<file path="src/design/servo_eased_slew_step_unit_defines.svh">
// assertion macros shared by the servo eased slew step design
`ifndef SERVO_EASED_SLEW_STEP_UNIT_DEFINES_SVH
`define SERVO_EASED_SLEW_STEP_UNIT_DEFINES_SVH

// same-cycle implication, sampled on clk, off during reset
`define SESS_ASSERT_NOW(label, ante, cons) \
    label: assert property (@(posedge clk) disable iff (!rst_n) (ante) |-> (cons)) \
        else $error("same-cycle check failed");

// next-cycle implication, sampled on clk, off during reset
`define SESS_ASSERT_NEXT(label, ante, cons) \
    label: assert property (@(posedge clk) disable iff (!rst_n) (ante) |=> (cons)) \
        else $error("next-cycle check failed");

`endif

</file>
<file path="src/design/sess_pkg.sv">
// shared types and constants of the servo eased slew step unit
`default_nettype none

package sess_pkg;

    localparam int FRAC_BITS_DEFAULT = 16;
    localparam int SPAN_W  = 10;
    localparam int ANGLE_W = 8;
    localparam int PCT_W   = 7;
    localparam int CMD_W   = 2;
    localparam int IDX_W   = 2;

    localparam logic [CMD_W-1:0] CMD_HEAD = 2'd0;
    localparam logic [CMD_W-1:0] CMD_BODY = 2'd1;
    localparam logic [CMD_W-1:0] CMD_ARM  = 2'd2;

    localparam logic [IDX_W-1:0] REG_HEAD_SPAN = 2'd0;
    localparam logic [IDX_W-1:0] REG_BODY_SPAN = 2'd1;
    localparam logic [IDX_W-1:0] REG_ARM_SPAN  = 2'd2;

    localparam logic [SPAN_W-1:0] HEAD_SPAN_RESET = 10'd200;
    localparam logic [SPAN_W-1:0] BODY_SPAN_RESET = 10'd260;
    localparam logic [SPAN_W-1:0] ARM_SPAN_RESET  = 10'd320;

    localparam logic [PCT_W-1:0] PCT_MAX = 7'd100;

    // per-item sideband that rides along the pipeline
    typedef struct packed {
        logic               arm;
        logic [ANGLE_W-1:0] cur;
        logic [ANGLE_W-1:0] mag;
        logic               up;
        logic               same;
        logic               sat;
        logic [PCT_W-1:0]   pct;
    } item_t;

    typedef struct packed {
        logic advance;
        logic valid;
    } div_ctl_t;

endpackage

`default_nettype wire

</file>
<file path="src/design/sess_if.sv">
// handshake channels for items and results
`default_nettype none

interface sess_item_if;
    logic       valid;
    logic       ready;
    logic [1:0] command;
    logic [7:0] current_angle;
    logic [7:0] target_angle;
    logic [15:0] elapsed_ms;
    logic [6:0] random_pct;

    modport source (output valid, command, current_angle, target_angle, elapsed_ms,
                    random_pct, input ready);
    modport sink (input valid, command, current_angle, target_angle, elapsed_ms,
                  random_pct, output ready);
endinterface

interface sess_result_if;
    logic       valid;
    logic       ready;
    logic [7:0] next_angle;

    modport source (output valid, next_angle, input ready);
    modport sink (input valid, next_angle, output ready);
endinterface

`default_nettype wire

</file>
<file path="src/design/sess_div.sv">
// pipelined restoring divider, one quotient bit per stage, with sideband
`default_nettype none

module sess_div #(
    parameter int FRAC_BITS = sess_pkg::FRAC_BITS_DEFAULT
) (
    input  wire logic                        clk,
    input  wire logic                        rst_n,
    input  wire sess_pkg::div_ctl_t          ctl,
    input  wire logic [sess_pkg::SPAN_W-1:0] rem_init,
    input  wire logic [sess_pkg::SPAN_W-1:0] divisor,
    input  wire sess_pkg::item_t             side_in,
    output logic                             valid,
    output logic [FRAC_BITS-1:0]             quotient,
    output sess_pkg::item_t                  side_out
);

    localparam int SW = sess_pkg::SPAN_W;

    logic [FRAC_BITS:0]   valid_reg;
    logic [SW-1:0]        rem_reg  [FRAC_BITS+1];
    logic [SW-1:0]        dvs_reg  [FRAC_BITS+1];
    logic [FRAC_BITS-1:0] quo_reg  [FRAC_BITS+1];
    sess_pkg::item_t      side_reg [FRAC_BITS+1];

    logic [SW-1:0]        rem_next [FRAC_BITS+1];
    logic [FRAC_BITS-1:0] quo_next [FRAC_BITS+1];

    assign rem_next[0] = rem_init;
    assign quo_next[0] = '0;

    // remainder stays below the divisor, so the doubled trial fits in one extra bit
    for (genvar k = 1; k <= FRAC_BITS; k++) begin : g_step
        logic [SW:0] trial;
        logic [SW:0] diff;
        logic        ge;
        assign trial = {rem_reg[k-1], 1'b0};
        assign diff  = trial - {1'b0, dvs_reg[k-1]};
        assign ge    = trial >= {1'b0, dvs_reg[k-1]};
        assign rem_next[k] = ge ? diff[SW-1:0] : trial[SW-1:0];
        assign quo_next[k] = {quo_reg[k-1][FRAC_BITS-2:0], ge};
    end

    always_ff @(posedge clk or negedge rst_n)
    begin
        if (!rst_n)
        begin
            valid_reg <= '0;
        end
        else if (ctl.advance)
        begin
            valid_reg <= {valid_reg[FRAC_BITS-1:0], ctl.valid};
        end
    end

    always_ff @(posedge clk)
    begin
        if (ctl.advance)
        begin
            dvs_reg[0]  <= divisor;
            side_reg[0] <= side_in;
            for (int k = 0; k <= FRAC_BITS; k++)
            begin
                rem_reg[k] <= rem_next[k];
                quo_reg[k] <= quo_next[k];
            end
            for (int k = 1; k <= FRAC_BITS; k++)
            begin
                dvs_reg[k]  <= dvs_reg[k-1];
                side_reg[k] <= side_reg[k-1];
            end
        end
    end

    assign valid    = valid_reg[FRAC_BITS];
    assign quotient = quo_reg[FRAC_BITS];
    assign side_out = side_reg[FRAC_BITS];

endmodule

`default_nettype wire

</file>
<file path="src/design/servo_eased_slew_step_unit.sv">
// an item passes through the divider stages, then stages a to e and the output register
// throughput: one item per cycle unless the result side stalls; the t = dt/span divider
// resolves one bit per stage and the easing and step multipliers each own a stage, so every
// stage is busy each cycle; a stall at the result side holds the whole pipeline in place
// reset empties the pipeline and sets the spans to 200, 260 and 320 ms
`default_nettype none
`include "servo_eased_slew_step_unit_defines.svh"

module servo_eased_slew_step_unit #(
    parameter int FRAC_BITS = sess_pkg::FRAC_BITS_DEFAULT
) (
    input  wire logic                        clk,
    input  wire logic                        rst_n,
    input  wire logic                        cfg_write,
    input  wire logic [sess_pkg::IDX_W-1:0]  cfg_index,
    input  wire logic [sess_pkg::SPAN_W-1:0] cfg_data,
    sess_item_if.sink                        item,
    sess_result_if.source                    result
);

    localparam int F  = FRAC_BITS;
    localparam int SW = sess_pkg::SPAN_W;
    localparam int AW = sess_pkg::ANGLE_W;
    localparam int MU_W   = F + 1 + AW;
    localparam int PROD_W = MU_W + F + 1;

    localparam logic [63:0] C52_64 = ((64'd52 << F) + 64'd50) / 64'd100;
    localparam logic [63:0] C02_64 = ((64'd2 << F) + 64'd50) / 64'd100;
    localparam logic [63:0] C04_64 = ((64'd4 << F) + 64'd50) / 64'd100;
    localparam logic [F-1:0] C52 = C52_64[F-1:0];
    localparam logic [F:0]   U_MIN_ARM  = C02_64[F:0];
    localparam logic [F:0]   U_MIN_BODY = C04_64[F:0];
    localparam logic [F:0]   QONE = {1'b1, {F{1'b0}}};
    localparam logic [F+1:0] THREE_Q = (F+2)'(3) << F;
    localparam logic [PROD_W:0] HALF = (PROD_W+1)'(1) << (2*F - 1);

    // ---------------- configuration ----------------
    logic [SW-1:0] head_span_reg, body_span_reg, arm_span_reg;

    always_ff @(posedge clk or negedge rst_n)
    begin
        if (!rst_n)
        begin
            head_span_reg <= sess_pkg::HEAD_SPAN_RESET;
            body_span_reg <= sess_pkg::BODY_SPAN_RESET;
            arm_span_reg  <= sess_pkg::ARM_SPAN_RESET;
        end
        else if (cfg_write)
        begin
            case (cfg_index)
                sess_pkg::REG_HEAD_SPAN: head_span_reg <= cfg_data;
                sess_pkg::REG_BODY_SPAN: body_span_reg <= cfg_data;
                sess_pkg::REG_ARM_SPAN:  arm_span_reg  <= cfg_data;
                default: ;
            endcase
        end
    end

    // ---------------- variation tables ----------------
    logic [F:0] vary_body_tab [101];
    logic [F:0] vary_arm_tab  [101];

    for (genvar g = 0; g <= 100; g++)
    begin : g_vary
        localparam logic [63:0] VB = ((64'(9000 + 22 * g) << F) + 64'd5000) / 64'd10000;
        localparam logic [63:0] VA = ((64'(8800 + 20 * g) << F) + 64'd5000) / 64'd10000;
        assign vary_body_tab[g] = VB[F:0];
        assign vary_arm_tab[g]  = VA[F:0];
    end

    // ---------------- global advance ----------------
    logic out_valid_reg;
    logic adv;

    assign adv        = !out_valid_reg || result.ready;
    assign item.ready = adv;

    // ---------------- input decode ----------------
    logic [SW-1:0]   span_sel, span_eff;
    logic            sat;
    logic [SW-1:0]   rem_init;
    sess_pkg::item_t side_in;

    always_comb
    begin
        case (item.command)
            sess_pkg::CMD_HEAD: span_sel = head_span_reg;
            sess_pkg::CMD_ARM:  span_sel = arm_span_reg;
            default:            span_sel = body_span_reg;
        endcase
        span_eff = (span_sel == '0) ? SW'(1) : span_sel;
        sat      = item.elapsed_ms >= {{(16-SW){1'b0}}, span_eff};
        rem_init = sat ? '0 : item.elapsed_ms[SW-1:0];

        side_in.arm  = item.command == sess_pkg::CMD_ARM;
        side_in.cur  = item.current_angle;
        side_in.up   = item.target_angle > item.current_angle;
        side_in.mag  = side_in.up ? item.target_angle - item.current_angle
                                  : item.current_angle - item.target_angle;
        side_in.same = item.target_angle == item.current_angle;
        side_in.sat  = sat;
        side_in.pct  = (item.random_pct > sess_pkg::PCT_MAX) ? sess_pkg::PCT_MAX
                                                            : item.random_pct;
    end

    // ---------------- t = dt / span ----------------
    sess_pkg::div_ctl_t div_ctl;
    logic            div_valid;
    logic [F-1:0]    div_t;
    sess_pkg::item_t div_item;

    assign div_ctl.advance = adv;
    assign div_ctl.valid   = item.valid;

    sess_div #(
        .FRAC_BITS (FRAC_BITS)
    ) u_div (
        .clk      (clk),
        .rst_n    (rst_n),
        .ctl      (div_ctl),
        .rem_init (rem_init),
        .divisor  (span_eff),
        .side_in  (side_in),
        .valid    (div_valid),
        .quotient (div_t),
        .side_out (div_item)
    );

    // ---------------- easing and step pipeline ----------------
    logic            a_valid_reg, b_valid_reg, c_valid_reg, d_valid_reg, e_valid_reg;
    sess_pkg::item_t a_item_reg, b_item_reg, c_item_reg, d_item_reg, e_item_reg;
    logic [F-1:0]    a_t_reg, a_t2_reg;
    logic [F:0]      b_u0_reg;
    logic [F:0]      c_u_reg, c_vary_reg;
    logic [MU_W-1:0] d_mu_reg;
    logic [F:0]      d_vary_reg;
    logic [PROD_W-1:0] e_prod_reg;
    logic [AW-1:0]   out_angle_reg;

    logic [2*F-1:0]    a_t2_next_full;
    logic [F+1:0]      b_lin;
    logic [2*F+1:0]    b_prod;
    logic [F:0]        b_u0_next;
    logic [2*F:0]      c_arm_prod;
    logic [F:0]        c_u_next, c_vary_next;
    logic [MU_W-1:0]   d_mu_next;
    logic [PROD_W-1:0] e_prod_next;
    logic [PROD_W:0]   f_sum;
    logic [PROD_W-2*F:0] f_step_raw;
    logic [AW-1:0]     f_step;
    logic [AW-1:0]     out_angle_next;

    always_comb
    begin
        a_t2_next_full = div_t * div_t;

        b_lin     = THREE_Q - {1'b0, a_t_reg, 1'b0};
        b_prod    = a_t2_reg * b_lin;
        // smoothstep never exceeds one, so the top product bit is always clear
        b_u0_next = a_item_reg.sat ? QONE : b_prod[2*F:F];

        c_arm_prod = b_u0_reg * C52;
        if (b_item_reg.arm)
        begin
            c_u_next    = (c_arm_prod[2*F:F] < U_MIN_ARM) ? U_MIN_ARM : c_arm_prod[2*F:F];
            c_vary_next = vary_arm_tab[b_item_reg.pct];
        end
        else
        begin
            c_u_next    = (b_u0_reg < U_MIN_BODY) ? U_MIN_BODY : b_u0_reg;
            c_vary_next = vary_body_tab[b_item_reg.pct];
        end

        d_mu_next   = c_item_reg.mag * c_u_reg;
        e_prod_next = d_mu_reg * d_vary_reg;

        // round half up on the magnitude, then force a step of at least one and at most the magnitude
        f_sum      = {1'b0, e_prod_reg} + HALF;
        f_step_raw = f_sum[PROD_W:2*F];
        if (f_step_raw == '0)
        begin
            f_step = AW'(1);
        end
        else if (f_step_raw > {{(PROD_W-2*F+1-AW){1'b0}}, e_item_reg.mag})
        begin
            f_step = e_item_reg.mag;
        end
        else
        begin
            f_step = f_step_raw[AW-1:0];
        end

        if (e_item_reg.same)
        begin
            out_angle_next = e_item_reg.cur;
        end
        else if (e_item_reg.up)
        begin
            out_angle_next = e_item_reg.cur + f_step;
        end
        else
        begin
            out_angle_next = e_item_reg.cur - f_step;
        end
    end

    always_ff @(posedge clk or negedge rst_n)
    begin
        if (!rst_n)
        begin
            a_valid_reg   <= 1'b0;
            b_valid_reg   <= 1'b0;
            c_valid_reg   <= 1'b0;
            d_valid_reg   <= 1'b0;
            e_valid_reg   <= 1'b0;
            out_valid_reg <= 1'b0;
        end
        else if (adv)
        begin
            a_valid_reg   <= div_valid;
            b_valid_reg   <= a_valid_reg;
            c_valid_reg   <= b_valid_reg;
            d_valid_reg   <= c_valid_reg;
            e_valid_reg   <= d_valid_reg;
            out_valid_reg <= e_valid_reg;
        end
    end

    always_ff @(posedge clk)
    begin
        if (adv)
        begin
            a_item_reg    <= div_item;
            a_t_reg       <= div_t;
            a_t2_reg      <= a_t2_next_full[2*F-1:F];
            b_item_reg    <= a_item_reg;
            b_u0_reg      <= b_u0_next;
            c_item_reg    <= b_item_reg;
            c_u_reg       <= c_u_next;
            c_vary_reg    <= c_vary_next;
            d_item_reg    <= c_item_reg;
            d_mu_reg      <= d_mu_next;
            d_vary_reg    <= c_vary_reg;
            e_item_reg    <= d_item_reg;
            e_prod_reg    <= e_prod_next;
            out_angle_reg <= out_angle_next;
        end
    end

    assign result.valid      = out_valid_reg;
    assign result.next_angle = out_angle_reg;

    // ---------------- checks ----------------
    `SESS_ASSERT_NOW(a_empty_out_takes_item, !result.valid, item.ready)
    `SESS_ASSERT_NEXT(a_last_stage_reaches_out, adv && e_valid_reg, result.valid)
    `SESS_ASSERT_NOW(a_ease_in_range, c_valid_reg,
                     (c_u_reg <= QONE) && (c_u_reg >= U_MIN_ARM))

endmodule

`default_nettype wire

</file>
<file path="src/flat_wrapper.sv">
// flat-port wrapper written by rule: the top's interface ports become plain ports
module servo_eased_slew_step_unit_flat 
#(
    parameter int FRAC_BITS = sess_pkg::FRAC_BITS_DEFAULT
)
  (clk, rst_n, cfg_write, cfg_index, cfg_data, item_valid, item_command, item_current_angle, item_target_angle, item_elapsed_ms, item_random_pct, item_ready, result_valid, result_next_angle, result_ready);
  sess_item_if item_i ();
  sess_result_if result_i ();
  input  wire logic clk;
  input  wire logic rst_n;
  input  wire logic cfg_write;
  input  wire logic [sess_pkg::IDX_W-1:0] cfg_index;
  input  wire logic [sess_pkg::SPAN_W-1:0] cfg_data;
  input wire logic [$bits(item_i.valid)-1:0] item_valid;
  input wire logic [$bits(item_i.command)-1:0] item_command;
  input wire logic [$bits(item_i.current_angle)-1:0] item_current_angle;
  input wire logic [$bits(item_i.target_angle)-1:0] item_target_angle;
  input wire logic [$bits(item_i.elapsed_ms)-1:0] item_elapsed_ms;
  input wire logic [$bits(item_i.random_pct)-1:0] item_random_pct;
  output wire logic [$bits(item_i.ready)-1:0] item_ready;
  output wire logic [$bits(result_i.valid)-1:0] result_valid;
  output wire logic [$bits(result_i.next_angle)-1:0] result_next_angle;
  input wire logic [$bits(result_i.ready)-1:0] result_ready;
  assign item_i.valid = item_valid;
  assign item_i.command = item_command;
  assign item_i.current_angle = item_current_angle;
  assign item_i.target_angle = item_target_angle;
  assign item_i.elapsed_ms = item_elapsed_ms;
  assign item_i.random_pct = item_random_pct;
  assign item_ready = item_i.ready;
  assign result_valid = result_i.valid;
  assign result_next_angle = result_i.next_angle;
  assign result_i.ready = result_ready;
  servo_eased_slew_step_unit #(.FRAC_BITS(FRAC_BITS)) u_core (.clk(clk), .rst_n(rst_n), .cfg_write(cfg_write), .cfg_index(cfg_index), .cfg_data(cfg_data), .item(item_i), .result(result_i));
endmodule
</file>
<file path="config.mk">
export PLATFORM = sky130hd
export DESIGN_NAME = servo_eased_slew_step_unit_flat
export DESIGN_NICKNAME = d
export VERILOG_FILES = /design/src/design/sess_pkg.sv /design/src/design/sess_if.sv /design/src/design/sess_div.sv /design/src/design/servo_eased_slew_step_unit.sv /design/src/flat_wrapper.sv
export VERILOG_INCLUDE_DIRS = /design/src /design/src/design
export SDC_FILE = /design/constraint.sdc
export NUM_CORES = 2
export LEC_CHECK = 0
export ABC_AREA = 1
export BUFFER_PORTS_ARGS = -buffer_cell sky130_fd_sc_hd__buf_2
export CELL_PAD_IN_SITES_DETAIL_PLACEMENT = 0
export CELL_PAD_IN_SITES_GLOBAL_PLACEMENT = 1
export CORE_MARGIN = 2
export CORE_UTILIZATION = 30
export CTS_BUF_LIST = sky130_fd_sc_hd__clkbuf_16
export DETAILED_ROUTE_END_ITERATION = 10
export PLACE_DENSITY = 0.62
export SETUP_SLACK_MARGIN = 0.15
export SLEW_MARGIN = 20
export SYNTH_ARGS = -nofsm -noshare
export SYNTH_HDL_FRONTEND = slang
export SYNTH_HIERARCHICAL = 1
export SYNTH_SLANG_ARGS = --single-unit
</file>
<file path="constraint.sdc">
create_clock -name clk -period 110.3 [get_ports clk]
set_input_delay 16.545 -clock clk [delete_from_list [all_inputs] [get_ports clk]]
set_output_delay 16.545 -clock clk [all_outputs]
set_load 0.005 [all_outputs]
</file>
==> impl_metrics.tcl <==
set metrics [dict create \
    status "complete, no violations" \
    fillers 30800 \
    portBuffers 67 \
    cp-start-kind "input pin" \
    report.final.slew_viol_count 0 \
    placedInstanceArea_um2 95700 \
    crit_slowest_cell "nand2_4" \
    synth.avg_cell_area_um2 9.66 \
    syn_area_um2 91100 \
    drt-total-wl_mm 204 \
    clock_sinks 1215 \
    htreeDepth 4 \
    routed-via-count 60200 \
    clk_latency_ns 0.80 \
    setup_violations 0 \
    track_usage_pct 13.5 \
    rsz0062_at_grt "no" \
    largest_reg_flops 459 \
    syn_nets 11100 \
    synth_top_area_share_pct 38.3 \
    fp.coreArea_um2 303000 \
    ys_warn_count 6 \
    layout-drive-gt1-share_pct 4.13 \
    rows 202 \
    antenna_left 0 \
    wl_per_cell_um 15.1 \
    dieArea_um2 308000 \
    syn_inst 9433 \
    ctsHoldBuffers 0 \
    nNetsFinal 11100 \
    pin_count 68 \
    tritoncts "yes" \
    worstHoldPathType "reg -> reg" \
    cp_max_fo 43 \
    r2r-start "u_core/a_t_reg[0]" \
    worst-setup-path-type "in -> out" \
    grt_antenna_before_repair 3 \
    synth_flop_cell "edfxtp_1" \
    synthToLayoutAreaGrowth_pct 9.88 \
    synth_top_cells_by_area "edfxtp_1 38%, fa_1 20%, ha_1 9.8%" \
    slew_headroom_pct 25.0 \
    critPathCaptureType "primary output" \
    ys_seq_elements 1215 \
    path_cells "buf_2 > inv_1 > nand2_4 > buf_2" \
    dp_cells 13300 \
    fin_skew_ns 0.0741 \
    dr.pass1.iters 5 \
    grt-ovfl-total 0 \
    rrSetupSlack_ns 101.51 \
    grt_pass1_vias 63500 \
    cpMostUsedCell "buf_2" \
    drt_iter0_drc 3888 \
    tightest_slew_ns 1.13 \
    crit_path_end "item_ready" \
    cap_violations 0 \
    async_reset_ff_share_pct 4.36 \
    synth-edff-count 1162 \
    yosys.area.top_type "edfxtp_1" \
    cts_setup_buffers 0 \
    worstReg2RegEnd "u_core/b_u0_reg[10]" \
    cts_resized 0 \
    routabilityCongestion 0.864 \
    cts_root_buf "clkbuf_16" \
    fin_cells 13500 \
    startpoint "result_ready" \
    vias_per_cell 4.45 \
    tns_ns 0 \
    critPathMaxStageDelay_ns 0.46 \
    grt_max_degree 169 \
    r2r_cells 30 \
    synth.distinct_cells 63 \
    seq_area_frac_synth_pct 39.8 \
    min_period_over_period_pct 30.9 \
    cp.required_ns 93.76 \
    fmax_mhz 29.4 \
    place_hpwl_mm 154 \
    hold_viol_final 0 \
    grt_pass1_wl_mm 339 \
    postLayoutCellArea_um2 100000 \
    drc 0 \
    start_util_pct 30.1 \
    die_w_um 555 \
    arrival_ns 17.52 \
    clock_path_buffers 4 \
    numCtsBuffers 139 \
    clkTransAtPathRegs_ns 0.06 \
    fin_crit_ns 34.06 \
    die_y_um 555 \
]
## synthesized netlist by cell type, drive strengths merged, types with 3 or more instances
| cell | n |
|---|---|
| edfxtp | 1162 |
| a221oi | 13 |
| nor4 | 9 |
| o211ai | 28 |
| mux2i | 3 |
| o21ai | 203 |
| nand4 | 49 |
| nand3 | 319 |
| nand3b | 16 |
| nand2 | 2359 |
| o31ai | 6 |
| nor2 | 551 |
| buf | 47 |
| or2 | 20 |
| dfstp | 7 |
| mux2 | 6 |
| o221a | 4 |
| ha | 711 |
| xnor2 | 29 |
| o311ai | 7 |
| xor2 | 109 |
| dfrtp | 46 |
| or4 | 3 |
| o221ai | 6 |
| a31oi | 18 |
| a211oi | 8 |
| clkinv | 12 |
| o21bai | 30 |
| inv | 2130 |
| a21oi | 308 |
| a22oi | 3 |
| o21a | 22 |
| nor3 | 45 |
| o22ai | 10 |
| o2111ai | 6 |
| clkbuf | 193 |
| and2 | 14 |
| fa | 894 |
| a21boi | 5 |
| a21o | 10 |
## how the worst min path moves through the flow
stage / start / cells past startpoint / endpoint
after floorplan: u_core/a_item_reg[0] / 0 / u_core/b_item_reg[0]
after global placement: u_core/u_div/side_reg[0][205] / 0 / u_core/u_div/side_reg[0][232]
after detailed placement: u_core/u_div/side_reg[0][447] / 0 / u_core/a_item_reg[15]
after CTS: u_core/a_item_reg[3] / 0 / u_core/b_item_reg[3]
after global routing: u_core/u_div/side_reg[0][299] / 0 / u_core/u_div/side_reg[0][326]
final: u_core/u_div/side_reg[0][299] / 0 / u_core/u_div/side_reg[0][326]
## per-stage QoR
step	hold slack (ns)	utilization, %	worst slack, ns
finish	0.345	33.1	76.24
floorplan	0.400	-	52.62
global route	0.343	33.1	76.10
global placement	0.401	31.6	76.10
CTS	0.336	33.1	76.11
detailed placement	0.405	31.6	76.11
## kinds of logic after synthesis
kind of cell / after synthesis / share of synthesized area (%)
AOI/OAI and AO/OA: 694 / 4.35
xor gates and xnor gates: 138 / 1.34
adders and majority gates: 1605 / 29.4
buffers and inverters: 2382 / 10.1
DFF: 1215 / 39.8
muxes: 9 / 0.107
and+or+nand+nor: 3390 / 15.0
## placed cells by master, fill, tap and decap left out, drive strengths merged, types with 4 or more instances in the layout
cell      instances
dfstp             7
and2             14
nand2          2359
o221ai            6
edfxtp         1162
mux2              6
nand3           319
a31oi            18
clkinvlp          8
xnor2            29
nand3b           16
o221a             4
a221oi           13
clkinv           49
o2111ai           6
nor3             45
a21oi           308
o31ai             6
ha              711
o211ai           28
o311ai            7
a211oi            8
xor2            109
nor4              9
a21o             10
o21ai           203
o21bai           30
nor2            551
nand4            49
fa              894
buf             119
a21boi            5
bufinv           12
clkbuf          141
or2              20
o22ai            10
dfrtp            46
o21a             22
inv            2171
## per-layer routing
metal	vias up	part of all wire, %	global-route usage (%)
li1	29400	-	-
met1	29400	47	18.8
met2	1101	47	22.4
met3	249	4.1	1.57
met4	0	2.1	3.26
met5	-	0	0
## worst max-delay path, delay by kind of cell
| kind | cells | cell delay, ns |
|---|---|---|
| AND/OR/NAND/NOR | 1 | 0.46 |
| buffers and inverters | 3 | 0.48 |
## cell type report
| cell class | count | area (um2) | area share [%] |
|---|---|---|---|
| antenna | 1 | 2.50 | 0.00250 |
| clock buffer | 141 | 3530 | 3.53 |
| clock inverter | 98 | 808 | 0.808 |
| inverter | 2142 | 8040 | 8.03 |
| multi-input combinational | 5836 | 45700 | 45.7 |
| sequential | 1215 | 36200 | 36.2 |
| tap | 3978 | 4980 | 4.97 |
| timing repair buffer | 119 | 801 | 0.800 |
Power is not shown: default switching activity piles up to over one toggle a cycle in this logic, so the estimate is an artifact.
